--- src/rtl/sitra_pkg.sv ---
// Shared types, constants and the digit-to-character function for the
// signed integer to radix text converter. No dependencies.
`default_nettype none

package sitra_pkg;

    // Default magnitude width and the fixed width of the value field
    localparam int VALUE_BITS_DEF = 32;
    localparam int VALUE_W_DEF    = 32;

    // Quotient bits the divider resolves per cycle
    localparam int STEP_BITS = 8;

    localparam int RADIX_W = 6;
    localparam int CHAR_W  = 8;

    localparam logic [RADIX_W-1:0] RADIX_MIN   = 6'd2;
    localparam logic [RADIX_W-1:0] RADIX_MAX   = 6'd36;
    localparam logic [RADIX_W-1:0] RADIX_RESET = 6'd10;
    localparam logic [RADIX_W-1:0] DIGIT_TEN   = 6'd10;

    localparam logic [CHAR_W-1:0] CHAR_ZERO  = 8'h30;
    localparam logic [CHAR_W-1:0] CHAR_LOW_A = 8'h61;
    localparam logic [CHAR_W-1:0] CHAR_MINUS = 8'h2d;
    localparam logic [CHAR_W-1:0] CHAR_NONE  = 8'h00;

    // Divider status toward the sequencer
    typedef struct packed {
        logic busy;
        logic done;
    } div_status_t;

    // Map a digit value 0..35 to '0'..'9', 'a'..'z'
    function automatic logic [CHAR_W-1:0] digit_char(input logic [RADIX_W-1:0] d);
        logic [CHAR_W-1:0] ch;
        if (d < DIGIT_TEN) begin
            ch = CHAR_ZERO + {2'b00, d};
        end
        else begin
            ch = CHAR_LOW_A + {2'b00, d - DIGIT_TEN};
        end
        return ch;
    endfunction

endpackage

`default_nettype wire

--- src/rtl/sitra_if.sv ---
// Request channel interfaces for the radix text converter: the value input
// and the character output. Depends on sitra_pkg.
`default_nettype none

interface sitra_in_if #(
    parameter int VALUE_W = sitra_pkg::VALUE_W_DEF
);
    logic               valid;
    logic               ready;
    logic [VALUE_W-1:0] value;

    modport source (output valid, output value, input ready);
    modport sink   (input valid, input value, output ready);
endinterface

interface sitra_out_if;
    logic                        valid;
    logic                        ready;
    logic [sitra_pkg::CHAR_W-1:0] char_code;
    logic                        last;
    logic                        empty_res;

    modport source (output valid, output char_code, output last, output empty_res,
                    input ready);
    modport sink   (input valid, input char_code, input last, input empty_res,
                    output ready);
endinterface

`default_nettype wire

--- src/rtl/signed_integer_to_radix_ascii.sv ---
// Top level of the signed integer to radix text converter: sequencer, digit
// memory and output register. Depends on sitra_pkg, sitra_if and sitra_div.
//
// Takes one signed value per request and returns its text in the radix held
// by the radix register (2..36), one ASCII character per output request, most
// significant first, with a leading '-' for negative values; last marks the
// final character. An out-of-range radix gives a single request with
// empty_res and last set and char_code zero. The value's magnitude is divided
// by the radix in a shared iterative divider that resolves 8 quotient bits a
// cycle; the digits go to a small synchronous memory and are read back in
// reverse, one character per cycle while the output is not stalled. A new
// value is accepted once the last character sits in the output register. No
// clearing pass is needed after reset. The input port must be at least
// VALUE_BITS wide; only its low VALUE_BITS bits are used.
`default_nettype none

module signed_integer_to_radix_ascii #(
    parameter int VALUE_BITS = sitra_pkg::VALUE_BITS_DEF
) (
    input  wire logic                          clk,
    input  wire logic                          rst_n,
    input  wire logic                          cfg_we,
    input  wire logic [sitra_pkg::RADIX_W-1:0] cfg_wdata,
    sitra_in_if.sink                           in,
    sitra_out_if.source                        out
);
    import sitra_pkg::*;

    localparam int IDX_W = $clog2(VALUE_BITS);
    localparam int CNT_W = $clog2(VALUE_BITS + 1);

    typedef enum logic [2:0] {
        ST_IDLE,
        ST_DIV,
        ST_PREP,
        ST_EMIT,
        ST_EMPTY
    } state_t;

    state_t             state_reg, state_next;
    logic [RADIX_W-1:0] radix_reg;
    logic               neg_reg, neg_next;
    logic               sign_reg, sign_next;
    logic [CNT_W-1:0]   cnt_reg, cnt_next;
    logic [IDX_W-1:0]   idx_reg, idx_next;
    logic               out_valid_reg, out_valid_next;
    logic [CHAR_W-1:0]  out_char_reg, out_char_next;
    logic               out_last_reg, out_last_next;
    logic               out_empty_reg, out_empty_next;

    logic                  radix_ok;
    logic                  out_free;
    logic                  out_load;
    logic [VALUE_BITS-1:0] raw;
    logic [VALUE_BITS-1:0] mag;
    logic [CNT_W-1:0]      cnt_inc;
    logic [CNT_W-1:0]      cnt_dec;

    logic                  div_start;
    logic [VALUE_BITS-1:0] div_dividend;
    div_status_t           div_st;
    logic [VALUE_BITS-1:0] div_q;
    logic [RADIX_W-1:0]    div_rem;

    logic                  mem_we;
    logic [RADIX_W-1:0]    digit_mem [VALUE_BITS];
    logic [RADIX_W-1:0]    rd_data_reg;

    assign radix_ok = (radix_reg >= RADIX_MIN) && (radix_reg <= RADIX_MAX);
    assign out_free = !out_valid_reg || out.ready;
    assign raw      = in.value[VALUE_BITS-1:0];
    assign mag      = raw[VALUE_BITS-1] ? (~raw + {{(VALUE_BITS-1){1'b0}}, 1'b1}) : raw;
    assign cnt_inc  = cnt_reg + CNT_W'(1);
    assign cnt_dec  = cnt_reg - CNT_W'(1);

    // Feed the magnitude on a new request, else the running quotient
    assign div_dividend = (state_reg == ST_IDLE) ? mag : div_q;

    sitra_div #(
        .VALUE_BITS (VALUE_BITS)
    ) u_div (
        .clk       (clk),
        .rst_n     (rst_n),
        .start     (div_start),
        .dividend  (div_dividend),
        .radix     (radix_reg),
        .status    (div_st),
        .quotient  (div_q),
        .remainder (div_rem)
    );

    // Sequence division, readback and output
    always_comb begin
        state_next     = state_reg;
        neg_next       = neg_reg;
        sign_next      = sign_reg;
        cnt_next       = cnt_reg;
        idx_next       = idx_reg;
        div_start      = 1'b0;
        mem_we         = 1'b0;
        out_load       = 1'b0;
        out_char_next  = out_char_reg;
        out_last_next  = out_last_reg;
        out_empty_next = out_empty_reg;
        case (state_reg)
            ST_IDLE: begin
                if (in.valid) begin
                    if (radix_ok) begin
                        neg_next   = raw[VALUE_BITS-1];
                        cnt_next   = '0;
                        div_start  = 1'b1;
                        state_next = ST_DIV;
                    end
                    else begin
                        state_next = ST_EMPTY;
                    end
                end
            end
            ST_DIV: begin
                if (div_st.done) begin
                    mem_we   = 1'b1;
                    cnt_next = cnt_inc;
                    if ((div_q == '0) || (cnt_inc == CNT_W'(VALUE_BITS))) begin
                        state_next = ST_PREP;
                    end
                    else begin
                        div_start = 1'b1;
                    end
                end
            end
            ST_PREP: begin
                idx_next   = cnt_dec[IDX_W-1:0];
                sign_next  = neg_reg;
                state_next = ST_EMIT;
            end
            ST_EMIT: begin
                if (out_free) begin
                    out_load       = 1'b1;
                    out_empty_next = 1'b0;
                    if (sign_reg) begin
                        out_char_next = CHAR_MINUS;
                        out_last_next = 1'b0;
                        sign_next     = 1'b0;
                    end
                    else begin
                        out_char_next = digit_char(rd_data_reg);
                        out_last_next = (idx_reg == '0);
                        if (idx_reg == '0) begin
                            state_next = ST_IDLE;
                        end
                        else begin
                            idx_next = idx_reg - IDX_W'(1);
                        end
                    end
                end
            end
            ST_EMPTY: begin
                if (out_free) begin
                    out_load       = 1'b1;
                    out_char_next  = CHAR_NONE;
                    out_last_next  = 1'b1;
                    out_empty_next = 1'b1;
                    state_next     = ST_IDLE;
                end
            end
            default: begin
                state_next = ST_IDLE;
            end
        endcase

        if (out_load) begin
            out_valid_next = 1'b1;
        end
        else if (out.ready) begin
            out_valid_next = 1'b0;
        end
        else begin
            out_valid_next = out_valid_reg;
        end
    end

    // Hold state, radix and the output register
    always_ff @(posedge clk or negedge rst_n) begin
        if (!rst_n) begin
            state_reg     <= ST_IDLE;
            radix_reg     <= RADIX_RESET;
            neg_reg       <= 1'b0;
            sign_reg      <= 1'b0;
            cnt_reg       <= '0;
            idx_reg       <= '0;
            out_valid_reg <= 1'b0;
            out_char_reg  <= '0;
            out_last_reg  <= 1'b0;
            out_empty_reg <= 1'b0;
        end
        else begin
            state_reg     <= state_next;
            if (cfg_we) begin
                radix_reg <= cfg_wdata;
            end
            neg_reg       <= neg_next;
            sign_reg      <= sign_next;
            cnt_reg       <= cnt_next;
            idx_reg       <= idx_next;
            out_valid_reg <= out_valid_next;
            out_char_reg  <= out_char_next;
            out_last_reg  <= out_last_next;
            out_empty_reg <= out_empty_next;
        end
    end

    // Write each finished digit; read ahead at the next index
    always_ff @(posedge clk) begin
        if (mem_we) begin
            digit_mem[cnt_reg[IDX_W-1:0]] <= div_rem;
        end
        rd_data_reg <= digit_mem[idx_next];
    end

    assign in.ready      = (state_reg == ST_IDLE);
    assign out.valid     = out_valid_reg;
    assign out.char_code = out_char_reg;
    assign out.last      = out_last_reg;
    assign out.empty_res = out_empty_reg;

`ifndef SYNTHESIS
    // Never restart the divider while it is still working
    a_div_idle_on_start: assert property (@(posedge clk) disable iff (!rst_n)
        div_start |-> !div_st.busy)
        else $error("divider started while busy");

    // Digit writes stay inside the memory
    a_mem_in_range: assert property (@(posedge clk) disable iff (!rst_n)
        mem_we |-> (cnt_reg < CNT_W'(VALUE_BITS)))
        else $error("digit write beyond memory depth");

    // An empty result is a lone, final, zero character
    a_empty_shape: assert property (@(posedge clk) disable iff (!rst_n)
        (out.valid && out.empty_res) |-> (out.last && (out.char_code == CHAR_NONE)))
        else $error("malformed empty result");

    // Loading the final character frees the input
    a_last_to_idle: assert property (@(posedge clk) disable iff (!rst_n)
        (out_load && out_last_next) |=> (state_reg == ST_IDLE))
        else $error("sequencer not idle after final character");

    // Readback never starts with no digits stored
    a_prep_has_digits: assert property (@(posedge clk) disable iff (!rst_n)
        (state_reg == ST_PREP) |-> (cnt_reg != '0))
        else $error("readback with empty digit memory");
`endif

endmodule

`default_nettype wire

--- src/rtl/sitra_div.sv ---
// Iterative divider by the radix: resolves STEP_BITS quotient bits a cycle
// by restoring long division. Depends on sitra_pkg.
`default_nettype none

module sitra_div #(
    parameter int VALUE_BITS = sitra_pkg::VALUE_BITS_DEF
) (
    input  wire logic                          clk,
    input  wire logic                          rst_n,
    input  wire logic                          start,
    input  wire logic [VALUE_BITS-1:0]         dividend,
    input  wire logic [sitra_pkg::RADIX_W-1:0] radix,
    output sitra_pkg::div_status_t             status,
    output logic [VALUE_BITS-1:0]              quotient,
    output logic [sitra_pkg::RADIX_W-1:0]      remainder
);
    import sitra_pkg::*;

    localparam int DIV_CYCLES = (VALUE_BITS + STEP_BITS - 1) / STEP_BITS;
    localparam int PAD_BITS   = DIV_CYCLES * STEP_BITS;
    localparam int CYC_W      = $clog2(DIV_CYCLES + 1);

    logic [PAD_BITS-1:0] work_reg, work_next;
    logic [RADIX_W-1:0]  rem_reg, rem_next;
    logic [CYC_W-1:0]    cyc_reg;
    logic                done_reg;

    // One chunk of restoring division, most significant bit first
    always_comb begin
        logic [PAD_BITS-1:0] w;
        logic [RADIX_W:0]    t;
        logic [RADIX_W-1:0]  r;
        w = work_reg;
        r = rem_reg;
        for (int k = 0; k < STEP_BITS; k++) begin
            t = {r, w[PAD_BITS-1]};
            w = {w[PAD_BITS-2:0], 1'b0};
            if (t >= {1'b0, radix}) begin
                t    = t - {1'b0, radix};
                w[0] = 1'b1;
            end
            r = t[RADIX_W-1:0];
        end
        work_next = w;
        rem_next  = r;
    end

    // Count down the chunks; flag completion for one cycle
    always_ff @(posedge clk or negedge rst_n) begin
        if (!rst_n) begin
            cyc_reg  <= '0;
            done_reg <= 1'b0;
        end
        else begin
            done_reg <= (cyc_reg == CYC_W'(1));
            if (start) begin
                cyc_reg <= CYC_W'(DIV_CYCLES);
            end
            else if (cyc_reg != '0) begin
                cyc_reg <= cyc_reg - CYC_W'(1);
            end
        end
    end

    // Load the dividend or advance the partial quotient and remainder
    always_ff @(posedge clk) begin
        if (start) begin
            work_reg <= {{(PAD_BITS-VALUE_BITS){1'b0}}, dividend};
            rem_reg  <= '0;
        end
        else if (cyc_reg != '0) begin
            work_reg <= work_next;
            rem_reg  <= rem_next;
        end
    end

    assign status.busy = (cyc_reg != '0);
    assign status.done = done_reg;
    assign quotient    = work_reg[VALUE_BITS-1:0];
    assign remainder   = rem_reg;

endmodule

`default_nettype wire
--- src/flat_wrapper.sv ---
// flat-port wrapper written by rule: the top's interface ports become plain ports
module signed_integer_to_radix_ascii_flat import sitra_pkg::*;
#(
    parameter int VALUE_BITS = sitra_pkg::VALUE_BITS_DEF
)
  (clk, rst_n, cfg_we, cfg_wdata, in_valid, in_value, in_ready, out_valid, out_char_code, out_last, out_empty_res, out_ready);
  sitra_in_if in_i ();
  sitra_out_if out_i ();
  input  wire logic clk;
  input  wire logic rst_n;
  input  wire logic cfg_we;
  input  wire logic [sitra_pkg::RADIX_W-1:0] cfg_wdata;
  input wire logic [$bits(in_i.valid)-1:0] in_valid;
  input wire logic [$bits(in_i.value)-1:0] in_value;
  output wire logic [$bits(in_i.ready)-1:0] in_ready;
  output wire logic [$bits(out_i.valid)-1:0] out_valid;
  output wire logic [$bits(out_i.char_code)-1:0] out_char_code;
  output wire logic [$bits(out_i.last)-1:0] out_last;
  output wire logic [$bits(out_i.empty_res)-1:0] out_empty_res;
  input wire logic [$bits(out_i.ready)-1:0] out_ready;
  assign in_i.valid = in_valid;
  assign in_i.value = in_value;
  assign in_ready = in_i.ready;
  assign out_valid = out_i.valid;
  assign out_char_code = out_i.char_code;
  assign out_last = out_i.last;
  assign out_empty_res = out_i.empty_res;
  assign out_i.ready = out_ready;
  signed_integer_to_radix_ascii #(.VALUE_BITS(VALUE_BITS)) u_core (.clk(clk), .rst_n(rst_n), .cfg_we(cfg_we), .cfg_wdata(cfg_wdata), .in(in_i), .out(out_i));
endmodule
--- config.mk ---
export PLATFORM = sky130hd
export DESIGN_NAME = signed_integer_to_radix_ascii_flat
export DESIGN_NICKNAME = d
export VERILOG_FILES = /design/src/rtl/sitra_pkg.sv /design/src/rtl/sitra_if.sv /design/src/rtl/signed_integer_to_radix_ascii.sv /design/src/rtl/sitra_div.sv /design/src/flat_wrapper.sv
export SDC_FILE = /design/constraint.sdc
export NUM_CORES = 1
export LEC_CHECK = 0
export BUFFER_PORTS_ARGS = -buffer_cell sky130_fd_sc_hd__buf_2
export CORE_ASPECT_RATIO = 0.9
export CORE_MARGIN = 1
export CORE_UTILIZATION = 34
export CTS_BUF_LIST = sky130_fd_sc_hd__clkbuf_2
export DETAILED_ROUTE_END_ITERATION = 16
export SETUP_SLACK_MARGIN = 0.4
export SYNTH_ARGS = -nofsm -noshare
export SYNTH_HDL_FRONTEND = slang
export SYNTH_SLANG_ARGS = --single-unit
--- constraint.sdc ---
create_clock -name clk -period 24.5 [get_ports clk]
set_input_delay 6.125 -clock clk [delete_from_list [all_inputs] [get_ports clk]]
set_output_delay 6.125 -clock clk [all_outputs]
set_load 0.02 [all_outputs]
==> results_dict.tcl, run 1 <==
set metrics [dict create \
    status "complete, no violations" \
    final_nets 1461 \
    wl_met2_mm 16.5 \
    synth_edf_count 224 \
    grt_pass1_wl_mm 55.9 \
    drc 0 \
    core_mm2 0.0430 \
    critPathCaptureType "flip-flop" \
    grt_max_degree 78 \
    maxSlewViolCount 0 \
    synthCells 1254 \
    grt_remaining_overflow 0 \
    netlist_area_mm2 0.0148 \
    ys_top_cells_by_area "edfxtp_1 (45%), mux4_2 (7.3%), dfrtp_1 (5.9%)" \
    synth-seq-area-share_pct 53.4 \
    cts_hold_buf 0 \
    slowest_delay_ns 0.72 \
    async_reset_ff_share_pct 13.6 \
    drv_cap 0 \
    drtAntennaViolNets 0 \
    vias 10300 \
    gp_congestion 0.913 \
    routed.top_layer "met5" \
    clkSlewWorstSetupHoldPaths_ns 0.08 \
    worstMarginPinSlew_ns 1.09 \
    reg2reg_depth 75 \
    synth.top_cell.area_share_pct 45.5 \
    max_freq_mhz 54.6 \
    start_util_pct 34.4 \
    grt_antenna_before_repair 3 \
    synthesis.nets 1368 \
    synth_top_area_cell "edfxtp_1" \
    synth.distinct_cells 84 \
    synth.most_common_cell "edfxtp_1" \
    dieArea_mm2 0.0444 \
    dp_hpwl_mm 24.0 \
    startpoint_type "flip-flop" \
    met1_length_mm 16.7 \
    drive_gt1_share_pct 19.5 \
    slew_headroom_pct 27.2 \
    critPathRequiredTime_ns 25.25 \
    rsz0062_at_grt "false" \
    grt.total_usage_pct 16.3 \
    finalSetupViolations 0 \
    cts_buffers 70 \
    routed_wl_mm 36.0 \
    boundaryPins 55 \
    viasPerCell 5.28 \
    hold_viol 0 \
    finalCriticalPeriod_ns 18.31 \
    synth_common_cells "edfxtp_1 (224), nand2_1 (162), nor2_1 (88)" \
    io_buffers 54 \
    dp_slack_ns 6.45 \
    root_buffer "clkbuf_2" \
    met3_length_mm 1.95 \
    insertion_delay_ns 0.96 \
    wire_per_inst_um 18.4 \
    cts_sinks 273 \
    ys_warn_count 0 \
    arrival_ns 19.06 \
    die_y_um 200 \
    final.period_utilization_pct 74.8 \
    crit_fanout 12 \
    area_growth_pct 10.6 \
    cts.repair.resized 0 \
    grt_pass1_vias 10100 \
    cts_tree "done" \
    slowest_stage "dfstp_2" \
    cts.path.max_buffers 3 \
    largest_reg_flops 192 \
    synth_seq_cells 273 \
    drt_iter0_markers 778 \
    drt_first_pass_iters 5 \
    synth_ff_type "edfxtp_1" \
    worst_slack_ns 6.19 \
    worst_clock_skew_ns 0.0949 \
    avgSynthCellArea_um2 11.8 \
    fp.dieW_um 222 \
    tns_ns 0 \
    min_path_cells 2 \
    rows 72 \
    cts_htree_levels 3 \
    hold_class "flip-flop to flip-flop" \
    post_cts_buffers 0 \
    finalHoldWorstSlack_ns 0.484 \
    criticalPathCategory "flip-flop to flip-flop" \
]
final timing paths:
kind / startpoint / to / slack, ns
worst max register to register: u_core.radix_reg[1] / u_core.u_div.remainder[2] / 6.19
max in group asynchronous: rst_n / u_core.u_div.cyc_reg[1] / 18.40
min in group asynchronous: rst_n / u_core.radix_reg[4] / 5.37
worst max-delay path: u_core.radix_reg[1] / u_core.u_div.remainder[2] / 6.19
worst min register to register: u_core.out.char_code[3] / u_core.out.char_code[3] / 0.48
worst min-delay path: u_core.out.char_code[3] / u_core.out.char_code[3] / 0.48
routing by layer:
layer | global-route usage (%) | vias up
met5 | 0 | -
met4 | 6.15 | 2
met3 | 3.69 | 59
met2 | 25.3 | 283
met1 | 22.2 | 5072
li1 | - | 4915
critical path, delay by kind of cell (launching register included):
kind	cells	cell delay, ns
flops	1	0.72
fa+ha+maj	8	2.52
buf+inv	6	0.85
simple gates	18	3.96
compound gates	42	9.57
mux	1	0.47
final cells by class:
| class | instances | area [um2] |
|---|---|---|
| fillers | 4116 | 26600 |
| flip-flops and latches | 273 | 7900 |
| multi-input cells | 876 | 6540 |
| well taps | 555 | 694 |
| clock buffers | 103 | 515 |
| repair buffers | 66 | 360 |
| inverters | 60 | 225 |
| clock inverters | 20 | 119 |
| diodes | 5 | 12.5 |
layout by cell type (no fill, tap or decap), drive strengths merged, types with 5 or more instances in the layout:
cell type	n
a21o	13
a21oi	39
a31oi	11
and3	6
buf	66
clkbuf	103
clkinv	15
dfrtp	35
dfxtp	12
diode	5
edfxtp	224
fa	8
ha	63
inv	61
mux2	13
mux2i	12
mux4	48
nand2	162
nand2b	17
nand3	50
nand4	7
nor2	88
nor2b	20
nor3	19
nor4	13
o211ai	6
o21a	6
o21ai	88
o31ai	14
or3	15
or4	5
xnor2	33
xor2	35
logic make-up after synthesis:
family                   Yosys count  share of synthesized area (%)
buffers and inverters            105                           2.77
adder cells (fa/ha/maj)           71                           6.41
XOR/XNOR                          68                           4.03
flip-flops                       273                           53.4
AND/OR/NAND/NOR                  432                           14.1
multiplexers                      73                           9.13
AO/OA/AOI/OAI                    232                           10.2
metrics by stage:
stage | instance area (um2) | utilization (%) | cells
floorplan | 14800 | - | 1254
global placement | 15700 | 36.6 | 1830
detailed placement | 15700 | 36.6 | 1830
CTS | 16300 | 38.0 | 1953
global route | 16400 | 38.1 | 1958
finish | 16400 | 38.1 | 1958
Power of run 1 is not shown: default switching activity piles up to over one toggle a cycle in this logic, so the estimate is an artifact.
==> run 2, diff against run 1 <==
Clock period 24.5 ns to 17.5 ns, I/O delays scaled along.
==> run 2 against run 1 <==
  * First-iteration DRC count grew 2.1%
  * Count of clock-buffer cells in the layout shrank 5
  * Utilization grew 0.50 points
  * Sequential share of layout area shrank 0.62 points
  * Largest cell class unchanged
  * Global-route usage shrank 0.051 points
  * Via count grew 0.43%
  * Non-clock buffer count grew 15
  * Cell area grew 1.3%
==> results_dict.tcl, run 2 (synthesized netlist as in run 1, its figures left out) <==
set metrics [dict create \
    die_y_um 200 \
    core_mm2 0.0430 \
    root_buffer "clkbuf_2" \
    layoutNonFillerInstCount 1970 \
    fp.dieW_um 222 \
    start_util_pct 34.4 \
    grt_remaining_overflow 0 \
    worstMarginPinSlew_ns 0.966 \
    grt_pass1_vias 9998 \
    grt_max_degree 78 \
    viasPerCell 5.27 \
    final.period_utilization_pct 92.3 \
    clkSlewWorstSetupHoldPaths_ns 0.09 \
    gp_congestion 0.915 \
    hold_viol 0 \
    drtAntennaViolNets 0 \
    rows 72 \
    worstHoldStart "u_core.out.char_code[2]" \
    rsz0062_at_grt "false" \
    maxSlewViolCount 0 \
    wire_per_inst_um 18.3 \
    grt_antenna_before_repair 1 \
    timing.rr.start "u_core.radix_reg[3]" \
    slew_headroom_pct 35.1 \
    layout.cells.most_common "edfxtp_1" \
    worst_clock_skew_ns 0.0851 \
    routed_wl_mm 36.1 \
    dp.cells 1839 \
    finalSetupViolations 0 \
    final_nets 1475 \
    grt_pass1_wl_mm 55.7 \
    largest_reg_flops 192 \
    cts_htree_levels 3 \
    boundaryPins 55 \
    drt_iter0_markers 794 \
    cp-startpoint "u_core.radix_reg[3]" \
    cts_buffers 69 \
    drive_gt1_share_pct 21.1 \
    finalHoldWorstSlack_ns 0.481 \
    dieArea_mm2 0.0444 \
    vias 10400 \
    drv_cap 0 \
    hold_class "flip-flop to flip-flop" \
    slowest_delay_ns 0.57 \
    critPathRequiredTime_ns 18.23 \
    criticalPathCategory "flip-flop to flip-flop" \
    insertion_delay_ns 0.90 \
    status "complete, no violations" \
    area_growth_pct 12.0 \
    slowest_stage "a221oi_1" \
    finalCriticalPeriod_ns 16.16 \
    cts.path.max_buffers 3 \
    crit_fanout 9 \
    path_common_cell "ha_1" \
    cts_tree "done" \
    startpoint_type "flip-flop" \
    cts_hold_buf 0 \
    dp_hpwl_mm 24.3 \
    drc 0 \
    max_freq_mhz 61.9 \
    io_buffers 54 \
    fillers 4164 \
    layout_common_cells "edfxtp_1 (224), nand2_1 (159), clkbuf_2 (98)" \
    drt_first_pass_iters 6 \
    arrival_ns 16.89 \
    tns_ns 0 \
    grt.total_usage_pct 16.2 \
    cts_sinks 273 \
    final_util_pct 38.6 \
    critPathCaptureType "flip-flop" \
]
-- run 2: changes by cell type in the layout (fill, tap and decap cells not counted), sizes merged --
| cell | delta |
|---|---|
| clkinv | +7 |
| clkinvlp | -3 |
| diode | -4 |
| inv | +1 |
| bufinv | +1 |
| clkbuf | -5 |
| buf | +15 |
-- run 2: final cells by class --
cell class	count	area [um2]	area share, %
antenna	1	2.50	0.0151
clock buffer	98	490	2.96
clock inverter	26	163	0.982
inverter	60	225	1.36
multi-input combinational	876	6630	40.0
sequential	273	7900	47.6
tap	555	694	4.19
timing repair buffer	81	473	2.85
-- run 2: worst max-delay path: cells and delay by family (launching register included) --
family                     cells  cell delay [ns]
AOI/OAI and AO/OA             35             7.62
and+or+nand+nor               20             4.28
DFF                            1             0.55
buffers and inverters          5             0.54
adders and majority gates      8             2.63
muxes                          2             0.46
-- run 2: path summary, 6_finish.rpt --
path	endpoint	slack, ns	depth (start not counted)
setup reg to reg	u_core.u_div.remainder[4]	1.34	70
setup / recovery	u_core.u_div.remainder[4]	1.34	70
max in group asynchronous	u_core.cnt_reg[2]	13.19	1
hold reg to reg	u_core.out.char_code[2]	0.48	2
hold / removal	u_core.out.char_code[2]	0.48	2
min in group asynchronous	u_core.out.char_code[4]	3.64	1
-- run 2: timing repair --
action	CTS	global route
pin swaps	0	2
hold endpoints to repair	0	0
setup endpoints to repair	7	7
setup buffers	0	6
resized for setup	7	24
-- run 2: through the flow --
step	instance area [um2]	worst slack [ns]
CTS	16500	0.442
finish	16600	1.34
detailed placement	15800	0.0337
global placement	15800	0.590
floorplan	14800	1.52
global route	16600	0.364
-- run 2: metal layers --
layer,up-vias,track usage (%),share of wire (%)
li1,4941,-,-
met1,5093,22.6,47
met2,280,25.1,46
met3,61,3.41,5.0
met4,0,5.71,2.2
met5,-,0,0
Power of run 2 is left out for the same reason.
==> run 3, diff against run 2 <==
Settings changed: PLACE_DENSITY_LB_ADDON set to 0.25.
==> run 3 against run 2 <==
  * Clock skew down 0.0066 ns
  * Sequential share of layout area is 0.38 points lower
  * Global-route usage is 0.37 points higher
  * Routed wire length grew 2.7%
  * Worst setup slack worse by 0.030 ns
  * Register-to-register slack worse by 0.03 ns
  * Die area unchanged
  * Non-clock buffer count up 12
  * Cell area is 0.80% higher
  * Utilization grew 0.31 points
  * Hold slack worse by 0.0030 ns
  * Final cell count is 0.86% higher
  * Critical path type unchanged
  * Highest routed layer unchanged
==> results_dict.tcl, run 3 (synthesized netlist as in run 1, its figures left out) <==
set metrics [dict create \
    status "complete, no violations" \
    vias 10300 \
    worst_clock_skew_ns 0.0785 \
    grt_use_met3_pct 2.88 \
    die_y_um 200 \
    rsz0062_at_grt "false" \
    rows 72 \
    max_freq_mhz 61.8 \
    grt_antenna_before_repair 2 \
    drtAntennaViolNets 0 \
    dp_hpwl_mm 24.9 \
    gp_congestion 0.897 \
    cts.path.max_buffers 3 \
    final.period_utilization_pct 92.5 \
    core_mm2 0.0430 \
    grt.total_usage_pct 16.6 \
    slew_headroom_pct 30.3 \
    dieArea_mm2 0.0444 \
    timing.rr.start "u_core.radix_reg[3]" \
    root_buffer "clkbuf_2" \
    use_met2_pct 27.1 \
    insertion_delay_ns 0.87 \
    fillers 4168 \
    r2r-end "u_core.u_div.remainder[4]" \
    grt_pass1_vias 10200 \
    cts_tree "done" \
    largest_reg_flops 192 \
    io_buffers 54 \
    worstMarginPinSlew_ns 1.04 \
    drt_iter0_markers 801 \
    top_usage_layer "met2" \
    finalSetupViolations 0 \
    drc 0 \
    cts_htree_levels 3 \
    drv_cap 0 \
    layout_common_cells "edfxtp_1 (224), nand2_1 (160), clkbuf_2 (112)" \
    finalHoldWorstSlack_ns 0.478 \
    arrival_ns 16.90 \
    routed_wl_mm 37.1 \
    hold_class "flip-flop to flip-flop" \
    crit_end "u_core.u_div.remainder[4]" \
    slowest_stage "or4b_4" \
    rrSetupSlack_ns 1.32 \
    layout.cells.most_common "edfxtp_1" \
    use_met1_pct 22.1 \
    hold_viol 0 \
    wire_per_inst_um 18.7 \
    boundaryPins 55 \
    grt_pass1_wl_mm 56.9 \
    crit_fanout 9 \
    drive_gt1_share_pct 22.9 \
    drt_first_pass_iters 5 \
    area_growth_pct 12.9 \
    finalCriticalPeriod_ns 16.18 \
    startpoint_type "flip-flop" \
    slowest_delay_ns 0.57 \
    path_common_cell "ha_1" \
    cts_buffers 72 \
    critPathCaptureType "flip-flop" \
    viasPerCell 5.20 \
    criticalPathCategory "flip-flop to flip-flop" \
    reg2reg_depth 74 \
    clkSlewWorstSetupHoldPaths_ns 0.13 \
    critPathRequiredTime_ns 18.22 \
    grt_remaining_overflow 0 \
    cts_sinks 273 \
    fp.dieW_um 222 \
    maxSlewViolCount 0 \
    dp.cells 1839 \
    cp-startpoint "u_core.radix_reg[3]" \
    grt_max_degree 78 \
    layoutNonFillerInstCount 1987 \
    start_util_pct 34.4 \
    final_nets 1490 \
]
## run 3: changes by cell type in the layout (fill, tap and decap cells not counted), moves of 2 or more
cell	change
clkinvlp_4	+3
buf_4	+12
clkinv_1	-7
bufinv_16	-2
clkbuf_2	+14
nand2_2	-2
clkinv_4	-2
## run 3: worst min path at each step
stage                     depth (start not counted)                       to                    start  slack [ns]
after floorplan                                   2          u_core.sign_reg           u_core.neg_reg        0.44
after global placement                            2  u_core.out.char_code[6]  u_core.out.char_code[6]        0.45
after detailed placement                          2  u_core.out.char_code[6]  u_core.out.char_code[6]        0.46
after CTS                                         2          u_core.sign_reg           u_core.neg_reg        0.45
after global routing                              2  u_core.out.char_code[3]  u_core.out.char_code[3]        0.50
final                                             2          u_core.sign_reg           u_core.neg_reg        0.48
## run 3: routing by layer
layer / part of all wire (%) / vias up
met5: 0 / -
li1: - / 4971
met3: 4.5 / 66
met1: 46 / 5036
met2: 47 / 260
met4: 2.6 / 0
## run 3: cell type report
cell class / count / area, um2 / share of cell area (%)
Antenna cell: 1 / 2.50 / 0.0150
Clock buffer: 112 / 561 / 3.36
Clock inverter: 17 / 76.3 / 0.457
Inverter: 60 / 225 / 1.35
Multi-Input combinational cell: 876 / 6690 / 40.0
Sequential cell: 273 / 7900 / 47.3
Tap cell: 555 / 694 / 4.16
Timing Repair Buffer: 93 / 563 / 3.37
## run 3: critical path, delay by kind of cell, from the launching register on
kind	cells	cell delay [ns]
fa+ha+maj	8	2.56
flops	1	0.56
buf+inv	7	0.63
mux	4	0.98
simple gates	19	4.12
compound gates	36	7.14
## run 3: repair_timing
action | in CTS | in global routing
setup buffers | 0 | 18
resized for setup | 10 | 31
pin swaps | 0 | 7
setup endpoints to repair | 7 | 7
hold buffers | 0 | 0
## run 3: through the flow
| step | instance area, um2 | setup slack, ns | util [%] | setup TNS [ns] |
|---|---|---|---|---|
| final | 16700 | 1.32 | 38.9 | 0 |
| after global routing | 16700 | 0.292 | 38.9 | 0 |
| after CTS | 16400 | 0.471 | 38.3 | 0 |
| after detailed placement | 15800 | -0.207 | 36.7 | -1.02 |
| after global placement | 15800 | 0.476 | 36.7 | 0 |
| after floorplan | 14800 | 1.52 | - | 0 |
Power of run 3 is left out for the same reason.
